$ cat src/rtl/core/wra_pkg.sv
`timescale 1ns / 1ps

package wra_pkg;

    localparam int SAMPLE_W   = 32;
    localparam int COEF_W     = 16;
    localparam int STATE_FRAC = 16;

    localparam int RUN_W   = SAMPLE_W + STATE_FRAC;
    localparam int ACC_W   = RUN_W + COEF_W + 1;
    localparam int MAG_W   = ACC_W - 1;
    localparam int DEN_W   = COEF_W + 1;
    localparam int CBIT_W  = $clog2(COEF_W);
    localparam int CNT_W   = $clog2(RUN_W);

    localparam int CFG_IDX_W  = 2;
    localparam int CFG_DATA_W = 32;

    localparam logic [CFG_IDX_W-1:0] CFG_ALPHA = CFG_IDX_W'(0);
    localparam logic [CFG_IDX_W-1:0] CFG_BETA  = CFG_IDX_W'(1);
    localparam logic [CFG_IDX_W-1:0] CFG_START = CFG_IDX_W'(2);

    localparam logic [COEF_W-1:0] ALPHA_RST = COEF_W'(0);
    localparam logic [COEF_W-1:0] BETA_RST  = COEF_W'(4096);

    typedef enum logic [2:0] {
        S_IDLE,
        S_MUL,
        S_MAG,
        S_DIV,
        S_FIN
    } t_state;

    typedef struct packed {
        logic clear;
        logic load;
        logic step;
    } t_mac_ctl;

    typedef struct packed {
        logic start;
        logic step;
    } t_div_ctl;

endpackage

$ cat src/rtl/core/wra_mac.sv
`timescale 1ns / 1ps

module wra_mac (
    input  logic                          i_clk,
    input  logic                          i_rst_n,
    input  wra_pkg::t_mac_ctl             i_ctl,
    input  logic [wra_pkg::COEF_W-1:0]    i_coef,
    input  logic [wra_pkg::ACC_W-1:0]     i_oper,
    output logic [wra_pkg::ACC_W-1:0]     o_acc
);

    logic [wra_pkg::ACC_W-1:0]  r_acc;
    logic [wra_pkg::ACC_W-1:0]  r_mop;
    logic [wra_pkg::COEF_W-1:0] r_coef;
    logic [wra_pkg::CBIT_W-1:0] r_bit;
    logic                       w_sub;

    assign w_sub = (r_bit == wra_pkg::CBIT_W'(wra_pkg::COEF_W - 1));
    assign o_acc = r_acc;

    always_ff @(posedge i_clk) begin
        if (!i_rst_n) begin
            r_bit <= '0;
        end else if (i_ctl.load) begin
            r_bit <= '0;
        end else if (i_ctl.step) begin
            r_bit <= r_bit + 1'b1;
        end
    end

    always_ff @(posedge i_clk) begin
        if (i_ctl.clear) begin
            r_acc <= '0;
        end else if (i_ctl.step && r_coef[0]) begin
            r_acc <= w_sub ? r_acc - r_mop : r_acc + r_mop;
        end
        if (i_ctl.load) begin
            r_mop  <= i_oper;
            r_coef <= i_coef;
        end else if (i_ctl.step) begin
            r_mop  <= {r_mop[wra_pkg::ACC_W-2:0], 1'b0};
            r_coef <= {1'b0, r_coef[wra_pkg::COEF_W-1:1]};
        end
    end

endmodule

$ cat src/rtl/core/wra_div.sv
`timescale 1ns / 1ps

module wra_div (
    input  logic                          i_clk,
    input  wra_pkg::t_div_ctl             i_ctl,
    input  logic [wra_pkg::MAG_W-1:0]     i_mag,
    input  logic [wra_pkg::DEN_W-1:0]     i_den,
    output logic [wra_pkg::RUN_W-1:0]     o_quo,
    output logic                          o_ovf
);

    logic [wra_pkg::DEN_W-1:0] r_rem;
    logic [wra_pkg::RUN_W-1:0] r_dq;
    logic                      r_ovf;
    logic [wra_pkg::DEN_W:0]   w_cur;
    logic                      w_ge;
    logic [wra_pkg::DEN_W:0]   w_diff;
    logic [wra_pkg::DEN_W-1:0] w_hi;

    assign w_hi   = {1'b0, i_mag[wra_pkg::MAG_W-1:wra_pkg::RUN_W]};
    assign w_cur  = {r_rem, r_dq[wra_pkg::RUN_W-1]};
    assign w_ge   = (w_cur >= {1'b0, i_den});
    assign w_diff = w_cur - {1'b0, i_den};
    assign o_quo  = r_dq;
    assign o_ovf  = r_ovf;

    always_ff @(posedge i_clk) begin
        if (i_ctl.start) begin
            r_rem <= w_hi;
            r_dq  <= i_mag[wra_pkg::RUN_W-1:0];
            r_ovf <= (w_hi >= i_den);
        end else if (i_ctl.step) begin
            r_rem <= w_ge ? w_diff[wra_pkg::DEN_W-1:0] : w_cur[wra_pkg::DEN_W-1:0];
            r_dq  <= {r_dq[wra_pkg::RUN_W-2:0], w_ge};
        end
    end

endmodule

$ cat src/rtl/core/weighted_recursive_average.sv
`timescale 1ns / 1ps
// A transaction passes S_MUL, S_MAG, S_DIV and S_FIN to output valid (S_FIN directly
// when alpha+beta is zero); no new sample is taken until S_IDLE: 32 shift-add multiply
// steps on one accumulator adder, a magnitude step and 48 restoring divide steps.
// The finished result is held in an output register while the next sample is taken.
// Reset (synchronous, active low): alpha 0, beta 4096, start value 0, running value 0,
// next sample begins a run, output empty.

module weighted_recursive_average (
    input  logic                               i_clk,
    input  logic                               i_rst_n,
    input  logic                               i_valid,
    output logic                               o_stall,
    input  logic [wra_pkg::SAMPLE_W-1:0]       i_sample,
    input  logic                               i_last_of_run,
    output logic                               o_valid,
    input  logic                               i_stall,
    output logic [wra_pkg::SAMPLE_W-1:0]       o_filtered_value,
    output logic                               o_last_out,
    input  logic                               i_cfg_wr_en,
    input  logic [wra_pkg::CFG_IDX_W-1:0]      i_cfg_index,
    input  logic [wra_pkg::CFG_DATA_W-1:0]     i_cfg_data
);

    localparam int W  = wra_pkg::SAMPLE_W;
    localparam int F  = wra_pkg::STATE_FRAC;
    localparam int RW = wra_pkg::RUN_W;
    localparam int AW = wra_pkg::ACC_W;
    localparam int DW = wra_pkg::DEN_W;
    localparam int CW = wra_pkg::COEF_W;

    wra_pkg::t_state r_state, n_state;
    logic [wra_pkg::CNT_W-1:0] r_cnt, n_cnt;

    logic [CW-1:0] r_alpha, r_beta;
    logic [W-1:0]  r_start;
    logic [RW-1:0] r_run;
    logic          r_fresh;
    logic [W-1:0]  r_samp;
    logic          r_last;
    logic [DW-1:0] r_den;
    logic          r_zero;
    logic          r_neg;
    logic          r_ovalid;
    logic [W-1:0]  r_y;
    logic          r_olast;

    logic              w_accept;
    logic              w_out_free;
    logic [RW-1:0]     w_prev;
    logic [DW-1:0]     w_den;
    logic [DW-1:0]     w_md;
    wra_pkg::t_mac_ctl w_mac_ctl;
    wra_pkg::t_div_ctl w_div_ctl;
    logic [CW-1:0]     w_coef;
    logic [AW-1:0]     w_oper;
    logic [AW-1:0]     w_acc;
    logic [AW-1:0]     w_acc_abs;
    logic [RW-1:0]     w_quo;
    logic              w_ovf;
    logic              w_nq;
    logic [RW-1:0]     w_lim;
    logic [RW-1:0]     w_qs;
    logic [RW-1:0]     w_run_new;
    logic [RW-1:0]     w_biased;
    logic [W-1:0]      w_ip;
    logic [F-1:0]      w_frac;
    logic              w_inc;
    logic [W:0]        w_ip_rnd;
    logic [W-1:0]      w_y;

    assign w_accept   = i_valid && (r_state == wra_pkg::S_IDLE);
    assign o_stall    = (r_state != wra_pkg::S_IDLE);
    assign w_out_free = !r_ovalid || !i_stall;

    assign w_prev = r_fresh ? {r_start, {F{1'b0}}} : r_run;
    assign w_den  = {r_alpha[CW-1], r_alpha} + {r_beta[CW-1], r_beta};
    assign w_md   = r_den[DW-1] ? DW'(0) - r_den : r_den;

    assign w_mac_ctl.clear = w_accept;
    assign w_mac_ctl.load  = w_accept ||
                             ((r_state == wra_pkg::S_MUL) &&
                              (r_cnt == wra_pkg::CNT_W'(CW - 1)));
    assign w_mac_ctl.step  = (r_state == wra_pkg::S_MUL);
    assign w_coef = w_accept ? r_alpha : r_beta;
    assign w_oper = w_accept ? {{(AW - RW){w_prev[RW-1]}}, w_prev}
                             : {{(AW - RW){r_samp[W-1]}}, r_samp, {F{1'b0}}};

    assign w_acc_abs = w_acc[AW-1] ? AW'(0) - w_acc : w_acc;
    assign w_div_ctl.start = (r_state == wra_pkg::S_MAG);
    assign w_div_ctl.step  = (r_state == wra_pkg::S_DIV);

    wra_mac u_mac (
        .i_clk   (i_clk),
        .i_rst_n (i_rst_n),
        .i_ctl   (w_mac_ctl),
        .i_coef  (w_coef),
        .i_oper  (w_oper),
        .o_acc   (w_acc)
    );

    wra_div u_div (
        .i_clk (i_clk),
        .i_ctl (w_div_ctl),
        .i_mag (w_acc_abs[wra_pkg::MAG_W-1:0]),
        .i_den (w_md),
        .o_quo (w_quo),
        .o_ovf (w_ovf)
    );

    // saturate quotient, apply sign, round half to even
    assign w_nq      = r_neg && (w_ovf || (w_quo != '0));
    assign w_lim     = {1'b0, {(RW - 1){1'b1}}} + RW'(w_nq);
    assign w_qs      = (w_ovf || (w_quo > w_lim)) ? w_lim : w_quo;
    assign w_run_new = w_nq ? RW'(0) - w_qs : w_qs;
    assign w_biased  = {~w_run_new[RW-1], w_run_new[RW-2:0]};
    assign w_ip      = w_biased[RW-1:F];
    assign w_frac    = w_biased[F-1:0];
    assign w_inc     = (w_frac > {1'b1, {(F - 1){1'b0}}}) ||
                       ((w_frac == {1'b1, {(F - 1){1'b0}}}) && w_ip[0]);
    assign w_ip_rnd  = {1'b0, w_ip} + (W + 1)'(w_inc);
    assign w_y       = w_ip_rnd[W] ? {1'b0, {(W - 1){1'b1}}}
                                   : {~w_ip_rnd[W-1], w_ip_rnd[W-2:0]};

    always_ff @(posedge i_clk) begin
        if (!i_rst_n) begin
            r_state <= wra_pkg::S_IDLE;
            r_cnt   <= '0;
        end else begin
            r_state <= n_state;
            r_cnt   <= n_cnt;
        end
    end

    always_comb begin
        n_state = r_state;
        n_cnt   = r_cnt;
        unique case (r_state)
            wra_pkg::S_IDLE: begin
                n_cnt = '0;
                if (w_accept) begin
                    n_state = (w_den == '0) ? wra_pkg::S_FIN : wra_pkg::S_MUL;
                end
            end
            wra_pkg::S_MUL: begin
                if (r_cnt == wra_pkg::CNT_W'(2 * CW - 1)) begin
                    n_state = wra_pkg::S_MAG;
                    n_cnt   = '0;
                end else begin
                    n_cnt = r_cnt + 1'b1;
                end
            end
            wra_pkg::S_MAG: begin
                n_state = wra_pkg::S_DIV;
                n_cnt   = '0;
            end
            wra_pkg::S_DIV: begin
                if (r_cnt == wra_pkg::CNT_W'(RW - 1)) begin
                    n_state = wra_pkg::S_FIN;
                    n_cnt   = '0;
                end else begin
                    n_cnt = r_cnt + 1'b1;
                end
            end
            wra_pkg::S_FIN: begin
                if (w_out_free) begin
                    n_state = wra_pkg::S_IDLE;
                end
            end
            default: begin
                n_state = wra_pkg::S_IDLE;
                n_cnt   = '0;
            end
        endcase
    end

    always_ff @(posedge i_clk) begin
        if (!i_rst_n) begin
            r_alpha <= wra_pkg::ALPHA_RST;
            r_beta  <= wra_pkg::BETA_RST;
            r_start <= '0;
        end else if (i_cfg_wr_en) begin
            unique case (i_cfg_index)
                wra_pkg::CFG_ALPHA: r_alpha <= i_cfg_data[CW-1:0];
                wra_pkg::CFG_BETA:  r_beta  <= i_cfg_data[CW-1:0];
                wra_pkg::CFG_START: r_start <= i_cfg_data[W-1:0];
                default: ;
            endcase
        end
    end

    always_ff @(posedge i_clk) begin
        if (!i_rst_n) begin
            r_run    <= '0;
            r_fresh  <= 1'b1;
            r_ovalid <= 1'b0;
        end else begin
            if (w_accept) begin
                r_run   <= w_prev;
                r_fresh <= i_last_of_run;
            end else if ((r_state == wra_pkg::S_FIN) && w_out_free && !r_zero) begin
                r_run <= w_run_new;
            end
            if ((r_state == wra_pkg::S_FIN) && w_out_free) begin
                r_ovalid <= 1'b1;
            end else if (!i_stall) begin
                r_ovalid <= 1'b0;
            end
        end
    end

    always_ff @(posedge i_clk) begin
        if (w_accept) begin
            r_samp <= i_sample;
            r_last <= i_last_of_run;
            r_den  <= w_den;
            r_zero <= (w_den == '0);
        end
        if (r_state == wra_pkg::S_MAG) begin
            r_neg <= w_acc[AW-1] ^ r_den[DW-1];
        end
        if ((r_state == wra_pkg::S_FIN) && w_out_free) begin
            r_y     <= r_zero ? W'(1) : w_y;
            r_olast <= r_last;
        end
    end

    assign o_valid          = r_ovalid;
    assign o_filtered_value = r_y;
    assign o_last_out       = r_olast;

    a_rise_from_fin : assert property (@(posedge i_clk) disable iff (!i_rst_n)
        $rose(o_valid) |-> $past(r_state == wra_pkg::S_FIN))
        else $error("output valid rose without a finished transaction");

    a_busy_after_accept : assert property (@(posedge i_clk) disable iff (!i_rst_n)
        (i_valid && !o_stall) |=> (r_state != wra_pkg::S_IDLE))
        else $error("sequencer idle right after an input transaction");

    a_fresh_tracks_last : assert property (@(posedge i_clk) disable iff (!i_rst_n)
        (i_valid && !o_stall) |=> (r_fresh == $past(i_last_of_run)))
        else $error("run start flag does not follow last_of_run");

    a_div_count : assert property (@(posedge i_clk) disable iff (!i_rst_n)
        (r_state == wra_pkg::S_DIV) |-> (r_cnt < wra_pkg::CNT_W'(RW)))
        else $error("divide step count out of range");

    a_zero_den_short : assert property (@(posedge i_clk) disable iff (!i_rst_n)
        ((r_state == wra_pkg::S_IDLE) && i_valid && (w_den == '0))
        |=> (r_state == wra_pkg::S_FIN))
        else $error("zero weight sum did not skip to finish");

endmodule
$ cat config.mk
export PLATFORM = sky130hd
export DESIGN_NAME = weighted_recursive_average
export DESIGN_NICKNAME = d
export VERILOG_FILES = /design/src/rtl/core/wra_pkg.sv /design/src/rtl/core/wra_mac.sv /design/src/rtl/core/wra_div.sv /design/src/rtl/core/weighted_recursive_average.sv
export SDC_FILE = /design/constraint.sdc
export NUM_CORES = 1
export LEC_CHECK = 0
export BUFFER_PORTS_ARGS = -buffer_cell sky130_fd_sc_hd__buf_2
export CORE_UTILIZATION = 55
export DETAILED_ROUTE_END_ITERATION = 7
export GPL_ROUTABILITY_DRIVEN = 0
export GPL_TIMING_DRIVEN = 0
export PLACE_DENSITY_LB_ADDON = 0.3
export RECOVER_POWER = 50
export SETUP_SLACK_MARGIN = 0.15
export SYNTH_ARGS = -nofsm -noshare
export SYNTH_HDL_FRONTEND = slang
export SYNTH_HIERARCHICAL = 1
export SYNTH_SLANG_ARGS = --single-unit
$ cat constraint.sdc
create_clock -name i_clk -period 9.55 [get_ports i_clk]
set_clock_uncertainty 0.15 [all_clocks]
set_input_delay 1.91 -clock i_clk [delete_from_list [all_inputs] [get_ports i_clk]]
set_output_delay 1.91 -clock i_clk [all_outputs]
set_load 0.005 [all_outputs]
# Yosys cells after proc, flatten, opt, wreduce, memory -nomap -nowiden
# Index checks and enable logic that the tools add are counted.
# word_totals
mem_count	0
ramBits	0
output_inout_bits	35
register_bits	424
mem_bits_ro	0
inputBits	72
latchBits	0
# op_classes
mux	31
addsub	11
magnitude_cmp	4
n_div	0
n_reduce_logical	29
mul	0
n_eq_ne	16
shift	0
n_bitwise	4
# op_table
cell	count
2-to-1 mux 48 bit	7
2-to-1 mux 65 bit	4
2-to-1 mux 16 bit	5
adder 65 bit	1
subtractor 65 bit	1
2-to-1 mux 64 bit	1
subtractor 1 x 64 -> 64 bit, first input constant	1
adder 47 x 1 -> 48 bit, first input constant	1
> comparator 48 bit	1
nonzero test 48 bit	1
subtractor 1 x 48 -> 48 bit, first input constant	1
2-to-1 mux 17 bit	2
adder 32 x 1 -> 33 bit	1
2-to-1 mux 31 bit	1
greater-or-equal comparator 18 x 17 -> 1 bit	1
case mux 6 bit (3 select lines)	1
adder 16 x 16 -> 17 bit	1
greater-or-equal comparator 16 x 17 -> 1 bit	1
logical NOT 17 bit	1
subtractor 1 x 17 -> 17 bit, first input constant	1
subtractor 17 bit	1
equality test 16 bit, second input constant	1
> comparator 16 bit, second input constant	1
2-to-1 mux 3 bit	5
other kinds (28)	53

# Logic depth before layout (Yosys ltp)
# Gate-level depths: netlist (run 1).
# logic_depth
depth_word	14
mapped_depth	40

# Modules after synthesis
# Netlist (run 1), hierarchy kept.
# modules_own_cells
module	area_per_inst_um2	cells_per_inst	seq_area_each_um2	n_inst
weighted_recursive_average	14620.3	1761	5014.8	1
wra_mac	11203.2	1273	3813.7	1
wra_div	4240.3	370	1971.9	1

# Least setup slack after synthesis (run 1)
# No wires, ideal clock.
# synth_path
path_type	reg2reg
start	register u_div.r_dq, in the netlist u_div/o_quo[3]
end	register r_y[24], in the netlist o_filtered_value[24], data pin
path_stages_with_launch	34
path_slack_ns	0.538
synth_period_minus_slack_ns	9.012
arrival_time_ns	8.717
setup_time_ns	0.145
path_cell_list	edfxtp_1 nor4_2 nand3_1 or4_1 o31a_1 clkbuf_1 buf_1 clkbuf_1 ha_1 nand4_1 nor4_1 a21bo_2 a31o_2 a31o_2 clkbuf_1 nand2_1 clkbuf_1 nand2_1 o21ai_0 ha_1 clkbuf_1 clkbuf_1 o21ai_0 or3_1 a31oi_1 o22ai_1 a31oi_1 ha_1 nand2_1 nor4_4 nand3_1 buf_2 or4_1 nand3_1
# synth_via
elab_chain_len	14
# synth_lines
element	line_no	text
from (decl)	wra_div.sv:13	logic [wra_pkg::RUN_W-1:0] r_dq;
from (signal assigned)	wra_div.sv:30	r_dq <= i_mag[wra_pkg::RUN_W-1:0];
from (signal assigned)	wra_div.sv:34	r_dq <= {r_dq[wra_pkg::RUN_W-2:0], w_ge};
nonzero test 48 bit	weighted_recursive_average.sv:112	assign w_nq = r_neg && (w_ovf || (w_quo != '0));
logical OR 1 bit	weighted_recursive_average.sv:112	
logical AND 1 bit	weighted_recursive_average.sv:112	
adder 47 x 1 -> 48 bit	weighted_recursive_average.sv:113	assign w_lim = {1'b0, {(RW - 1){1'b1}}} + RW'(w_nq);
> comparator 48 bit	weighted_recursive_average.sv:114	assign w_qs = (w_ovf || (w_quo > w_lim)) ? w_lim : w_quo;
logical OR 1 bit	weighted_recursive_average.sv:114	
2-to-1 mux 48 bit	weighted_recursive_average.sv:114	
subtractor 1 x 48 -> 48 bit	weighted_recursive_average.sv:115	assign w_run_new = w_nq ? RW'(0) - w_qs : w_qs;
2-to-1 mux 48 bit *	weighted_recursive_average.sv:115	
parallel branches: the longest is 3 deep, another holds > comparator 16 bit	n/a	
adder 32 x 1 -> 33 bit *	weighted_recursive_average.sv:121	assign w_ip_rnd = {1'b0, w_ip} + (W + 1)'(w_inc);
2-to-1 mux 31 bit *	weighted_recursive_average.sv:122	assign w_y = w_ip_rnd[W] ? {1'b0, {(W - 1){1'b1}}}
to (signal assigned)	weighted_recursive_average.sv:223	r_y <= r_zero ? W'(1) : w_y;
to (decl)	weighted_recursive_average.sv:45	logic [W-1:0] r_y;
# Every way passes the cells marked *.
# A chain may end at the register's enable or synchronous reset.

# Final worst setup path (run 1)
# layout_path
start	register u_div.r_dq, in the netlist u_div/o_quo[39]
end	register r_y[16], in the netlist o_filtered_value[16], data pin
# Same word-level chain as after synthesis.

==> flow_summary.toml, run 1 <==
[sta]
setup_viol = 0
max_freq_mhz = 109
worst_slew_pin_slew_ns = 3.92
period_share = 0.961
final.min_clock_period_ns = 9.18
worst_hold_slack_ns = 0.320
rsz0062_at_grt = "false"
slew_headroom = -1.61
drv_slew = 131
hold_violations = 0

[placement]
place_hpwl_um = 72600
portBuffers = 106

[final_layout]
diodes = 0
nNetsFinal = 3830
drive_gt1_frac = 0.116
area_growth_pct = 11.3
finalCoreUtilization = 0.620
mostFrequentLayoutCells = "nand2_1, a21oi_1, edfxtp_1"
final_common_cell = "nand2_1"

[grt]
grt_use_met2 = 0.502
grt_pass1_wl_um = 147000
use_met3 = 0.0634
global_route.usage.met1 = 0.468
antenna_found_initial = 1
grt_usage = 0.337
grt_start_max_net_pins = 68
grt_pass1_vias = 25900
top_usage_layer = "met2"
grt_overflow_total = 0

[logic_synthesis]
synth_mux_area_frac = 0.0608
yosys.area.top_type_share = 0.231
syn_avg_cell_area_um2 = 8.83
yosys-top-cells-area = "edfxtp_1, dfxtp_1, ha_1"
synth-adder-area-share = 0.0723
synth.cell_area_um2 = 30100
synth_top_family_by_area = "simple AND/OR/NAND/NOR gates"
synth_edf_count = 231
ys_seq_area_frac = 0.359
yosysTopAreaCell = "edfxtp_1"
syn_inst = 3404
ys_types = 107
synth_warnings = 6
async_reset_ff_frac = 0
ys_ff_latch = 424
synthFlopType = "edfxtp_1"
yosys.area_share.simple = 0.203
synth_xor_area_frac = 0.0708
synth_nets = 3648
synth_compound_area_frac = 0.200

[critical_path]
crit_buf_inv = 12
start_kind = "flip-flop"
cp_slowest_stage_delay_ns = 0.60
critPathRequiredTime_ns = 9.80
crit_slowest_cell = "or4_1"
endpoint_kind = "flip-flop"
cp_common_cell = "buf_4"
worstSetupPathType = "reg -> reg"
crit_fanout = 47
worstPathArrival_ns = 9.43
cp_top_family = "simple AND/OR/NAND/NOR gates"

[detailed_routing]
wl_per_cell_um = 22.4
drtIter0Drc = 3885
routed_wl_um = 96700
ant_nets = 0
vias_per_cell = 6.55
firstDrtPassIters = 6
vias = 28300
drc = 0

[clocking]
clock_latency_ns = 0.61
clockBufferDepth = 3
cts_tree = "done"
htreeDepth = 2
clkTransAtPathRegs_ns = 0.06
clock_sinks = 424
root_buffer = "clkbuf_16"
cts_made_buffers = 47

[floorplanning]
dieArea_um2 = 55600
start_util = 0.558
die_h_um = 236
ios = 107
die_x_um = 236
num_rows = 85
coreArea_um2 = 53900

[power]
p_comb_frac = 0.312
switching_power_mw = 2.17
seqPwrFrac = 0.377
cellLeakagePower_nw = 12.7
switching_share = 0.358
power.internal_mw = 3.90
power_mw = 6.07
power.density_nw_per_um2 = 182
vdd_drop_max_v = 0.000148
clkPwrFrac = 0.311

[run_status]
violations = "capacitance limit, slew limit"
status = "finished, violations left"

[min_path]
hold_path.class = "reg -> reg"

[job]
maxCapViolations = 2
[power groups by stage]
| stage | Sequential [mW] | Clock (mW) | Combinational [mW] |
|---|---|---|---|
| detailed placement | 2.32 | 0 | 1.82 |
| CTS | 2.28 | 1.90 | 1.84 |
| floorplan | 2.24 | 0 | 1.36 |
| finish | 2.29 | 1.89 | 1.90 |
| global placement | 2.32 | 0 | 1.79 |
| global route | 2.30 | 1.97 | 2.05 |
[metrics by stage]
step	setup WS [ns]	cells	TNS (ns)	instance area [um2]
4_1_cts	0.170	4308	0	33300
2_1_floorplan	0.538	3404	0	30100
5_1_grt	0.130	4321	0	33400
3_3_place_gp	-2.33	4206	-73.15	31500
3_5_place_dp	-1.64	4211	-46.78	31600
6_report	0.371	4321	0	33400
[cell usage after synthesis (21+ instances only)]
master / n
nand3_1: 83
nand2b_1: 25
xnor2_1: 158
a21oi_1: 244
nor3_1: 63
a21boi_0: 87
mux2_2: 124
xor2_1: 85
ha_1: 169
clkbuf_1: 158
and3_1: 25
or4_1: 30
dfxtp_1: 193
o31ai_1: 56
a31oi_1: 36
nor2_1: 155
a21o_1: 50
and2_1: 59
o21ai_0: 201
a211oi_1: 21
nand2_1: 511
mux2i_1: 41
nor4_1: 35
edfxtp_1: 231
or3_1: 42
inv_1: 66
a22oi_1: 44
nor2b_1: 36
nand4_1: 51
[state kept, by name, summed over array words and instances (netlist names)]
signal            cells
u_mac/o_acc          65
u_mac/r_mop          65
r_run                48
u_div/o_quo          48
o_filtered_value     32
r_samp               32
r_start              32
r_den                17
u_div/r_rem          17
r_alpha              16
r_beta               16
u_mac/r_coef         16
r_cnt                 6
u_mac/r_bit           4
r_state               3
o_last_out            1
o_valid               1
r_fresh               1
r_last                1
r_neg                 1
r_zero                1
u_div/o_ovf           1
[worst paths after layout]
kind                              from  slack (ns)                                 end  cells past startpoint
max          u_div/o_quo[39]$_DFFE_PP_        0.37  o_filtered_value[16]$_SDFFCE_PP0P_                     32
min                   r_last$_DFFE_PP_        0.32                o_last_out$_DFFE_PP_                      0
max reg2reg  u_div/o_quo[39]$_DFFE_PP_        0.37  o_filtered_value[16]$_SDFFCE_PP0P_                     32
min reg2reg           r_last$_DFFE_PP_        0.32                o_last_out$_DFFE_PP_                      0
[area by class of cell]
class                      instances  area, um2
clock buffer                      59       1290
clock inverter                    29        298
inverter                          68        255
tap                              696        871
timing repair buffer             134        734
multi-input combinational       2725      18400
fill                            4633      20500
buffer                           186        798
sequential                       424      10800
[repair_timing]
action / 4_1_cts / 5_1_grt
pin swaps: 2 / 8
setup endpoints to repair: 34 / 32
setup buffers: 9 / 13
resized for setup: 25 / 40
hold endpoints to repair: 0 / 0
hold buffers: 0 / 0
[per-layer routing]
metal,vias up,wire (um),share of wire
met4,0,5510,0.057
met1,13200,39900,0.41
met3,352,11000,0.11
li1,13000,-,-
met2,1702,40300,0.42
met5,-,0,0
[logic make-up (layout without fill, tap and decap cells)]
group                      count (synthesis)  after routing
and+or+nand+nor                         1216           1216
muxes                                    166            166
adders and majority gates                172            172
DFF                                      424            424
xor gates and xnor gates                 243            243
buffers and inverters                    255            476
AOI/OAI and AO/OA                        928            928
Note: power is estimated with default switching activity, not from simulation.
==> run 2, diff against run 1 <==
Settings changed: CTS_BUF_LIST from default to sky130_fd_sc_hd__clkbuf_2 sky130_fd_sc_hd__clkbuf_4 sky130_fd_sc_hd__clkbuf_8.
==> flow_summary.toml, run 2 (synthesis gave the netlist of run 1 again) <==
[critical_path]
worstSetupPathType = "reg -> reg"
crit_slowest_cell = "or4_1"
cp_common_cell = "buf_2"
crit_fanout = 47
worstReg2RegEnd = "o_filtered_value[30]$_SDFFCE_PP0P_"
rr_worst_depth = 32
critPathRequiredTime_ns = 9.86
cp_slowest_stage_delay_ns = 0.60
start_kind = "flip-flop"
reg2reg_from = "u_div/o_quo[39]$_DFFE_PP_"
worstPathArrival_ns = 9.54
endpoint_kind = "flip-flop"
r2r_slack_ns = 0.32

[power]
cellLeakagePower_nw = 12.7
power.density_nw_per_um2 = 181
power_mw = 6.04
vdd_drop_max_v = 0.000149

[floorplanning]
coreArea_um2 = 53900
die_h_um = 236
dieArea_um2 = 55600
ios = 107
die_x_um = 236
start_util = 0.558
num_rows = 85

[sta]
max_freq_mhz = 108
worst_slew_pin_slew_ns = 3.88
setup_tns_ns = 0
setup_ws_ns = 0.321
period_share = 0.966
setup_viol = 0
slew_headroom = -1.58
rsz0062_at_grt = "false"
hold_violations = 0
drv_slew = 131
worst_hold_slack_ns = 0.322
final.min_clock_period_ns = 9.23

[final_layout]
fillers = 4631
nNetsFinal = 3854
multi_input_area_um2 = 18400
final_common_cell = "nand2_1"
finalCoreUtilization = 0.620
stdcell_count = 4371
area_growth_pct = 11.2
drive_gt1_frac = 0.126
stdcell_area_um2 = 33400
mostFrequentLayoutCells = "nand2_1, a21oi_1, edfxtp_1"
register_area_um2 = 10800

[grt]
grt_start_max_net_pins = 68
grt_pass1_vias = 26100
antenna_found_initial = 2
grt_usage = 0.337
grt_pass1_wl_um = 147000
grt_overflow_total = 0

[clocking]
cts_tree = "done"
cts_hold_buf = 0
htreeDepth = 3
clockBufferDepth = 3
root_buffer = "clkbuf_8"
clkTransAtPathRegs_ns = 0.06
clock_sinks = 424
cts_made_buffers = 77
clock_latency_ns = 0.68

[min_path]
hold_path_end = "o_last_out$_DFFE_PP_"
hold_path.class = "reg -> reg"
hold_depth = 0
worstHoldStart = "r_last$_DFFE_PP_"

[detailed_routing]
wl_per_cell_um = 22.1
firstDrtPassIters = 7
vias_per_cell = 6.47
ant_nets = 0
drtIter0Drc = 3871
drc = 0
routed_wl_um = 96500
vias = 28300

[run_status]
violations = "capacitance limit, slew limit"
status = "finished, violations left"

[placement]
dpl_worst_slack_ns = -1.64
place_hpwl_um = 72600
place_area_um2 = 31600
portBuffers = 106
dpl.cell_count = 4211

[job]
maxCapViolations = 2
## run 2: area by class of cell
| class | instances | share of cell area |
|---|---|---|
| buffer | 186 | 0.0235 |
| multi-input combinational | 2725 | 0.550 |
| tap | 696 | 0.0260 |
| timing repair buffer | 128 | 0.0208 |
| antenna | 1 | 0.0000748 |
| clock buffer | 104 | 0.0396 |
| sequential | 424 | 0.323 |
| inverter | 68 | 0.00763 |
| clock inverter | 39 | 0.00980 |
## run 2: worst max path at each step
stage,startpoint,to,slack (ns),depth (start not counted)
after floorplan,u_div/o_quo[3]$_DFFE_PP_,o_filtered_value[24]$_SDFFCE_PP0P_,0.54,33
after detailed placement,u_div/o_quo[3]$_DFFE_PP_,o_filtered_value[16]$_SDFFCE_PP0P_,-1.64,36
after global routing,u_div/o_quo[18]$_DFFE_PP_,o_filtered_value[16]$_SDFFCE_PP0P_,0.16,39
after CTS,u_div/o_quo[17]$_DFFE_PP_,o_filtered_value[24]$_SDFFCE_PP0P_,0.19,34
final,u_div/o_quo[39]$_DFFE_PP_,o_filtered_value[30]$_SDFFCE_PP0P_,0.32,32
after global placement,u_div/o_quo[3]$_DFFE_PP_,o_filtered_value[16]$_SDFFCE_PP0P_,-2.33,34
## run 2: worst max-delay path: cells and delay by family (launching register included)
kind / cells / cell delay (ns)
flip-flops: 1 / 0.55
AND/OR/NAND/NOR: 9 / 2.87
buffers and inverters: 9 / 1.89
adder cells (fa/ha/maj): 3 / 0.73
AO/OA/AOI/OAI: 11 / 2.81
## run 2: where the power goes
part,switching (mW),leakage [nW],internal [mW]
registers,0.197,3.77,2.09
logic,1.16,8.09,0.722
clock network,0.822,0.875,1.05
total,2.18,12.7,3.86
## run 2: layer usage
metal | track usage | wire length [um] | share of wire
met2 | 0.497 | 40100 | 0.42
met4 | 0.178 | 5360 | 0.056
met3 | 0.0699 | 11100 | 0.11
met5 | 0 | 0 | 0
met1 | 0.463 | 39900 | 0.41
## run 2: what timing repair did
item / CTS / global route
pin swaps: 2 / 5
resized for setup: 27 / 28
gates cloned: 0 / 0
endpoints found under the hold margin: 0 / 0
buffers inserted: 10 / 7
setup endpoints to repair: 34 / 32
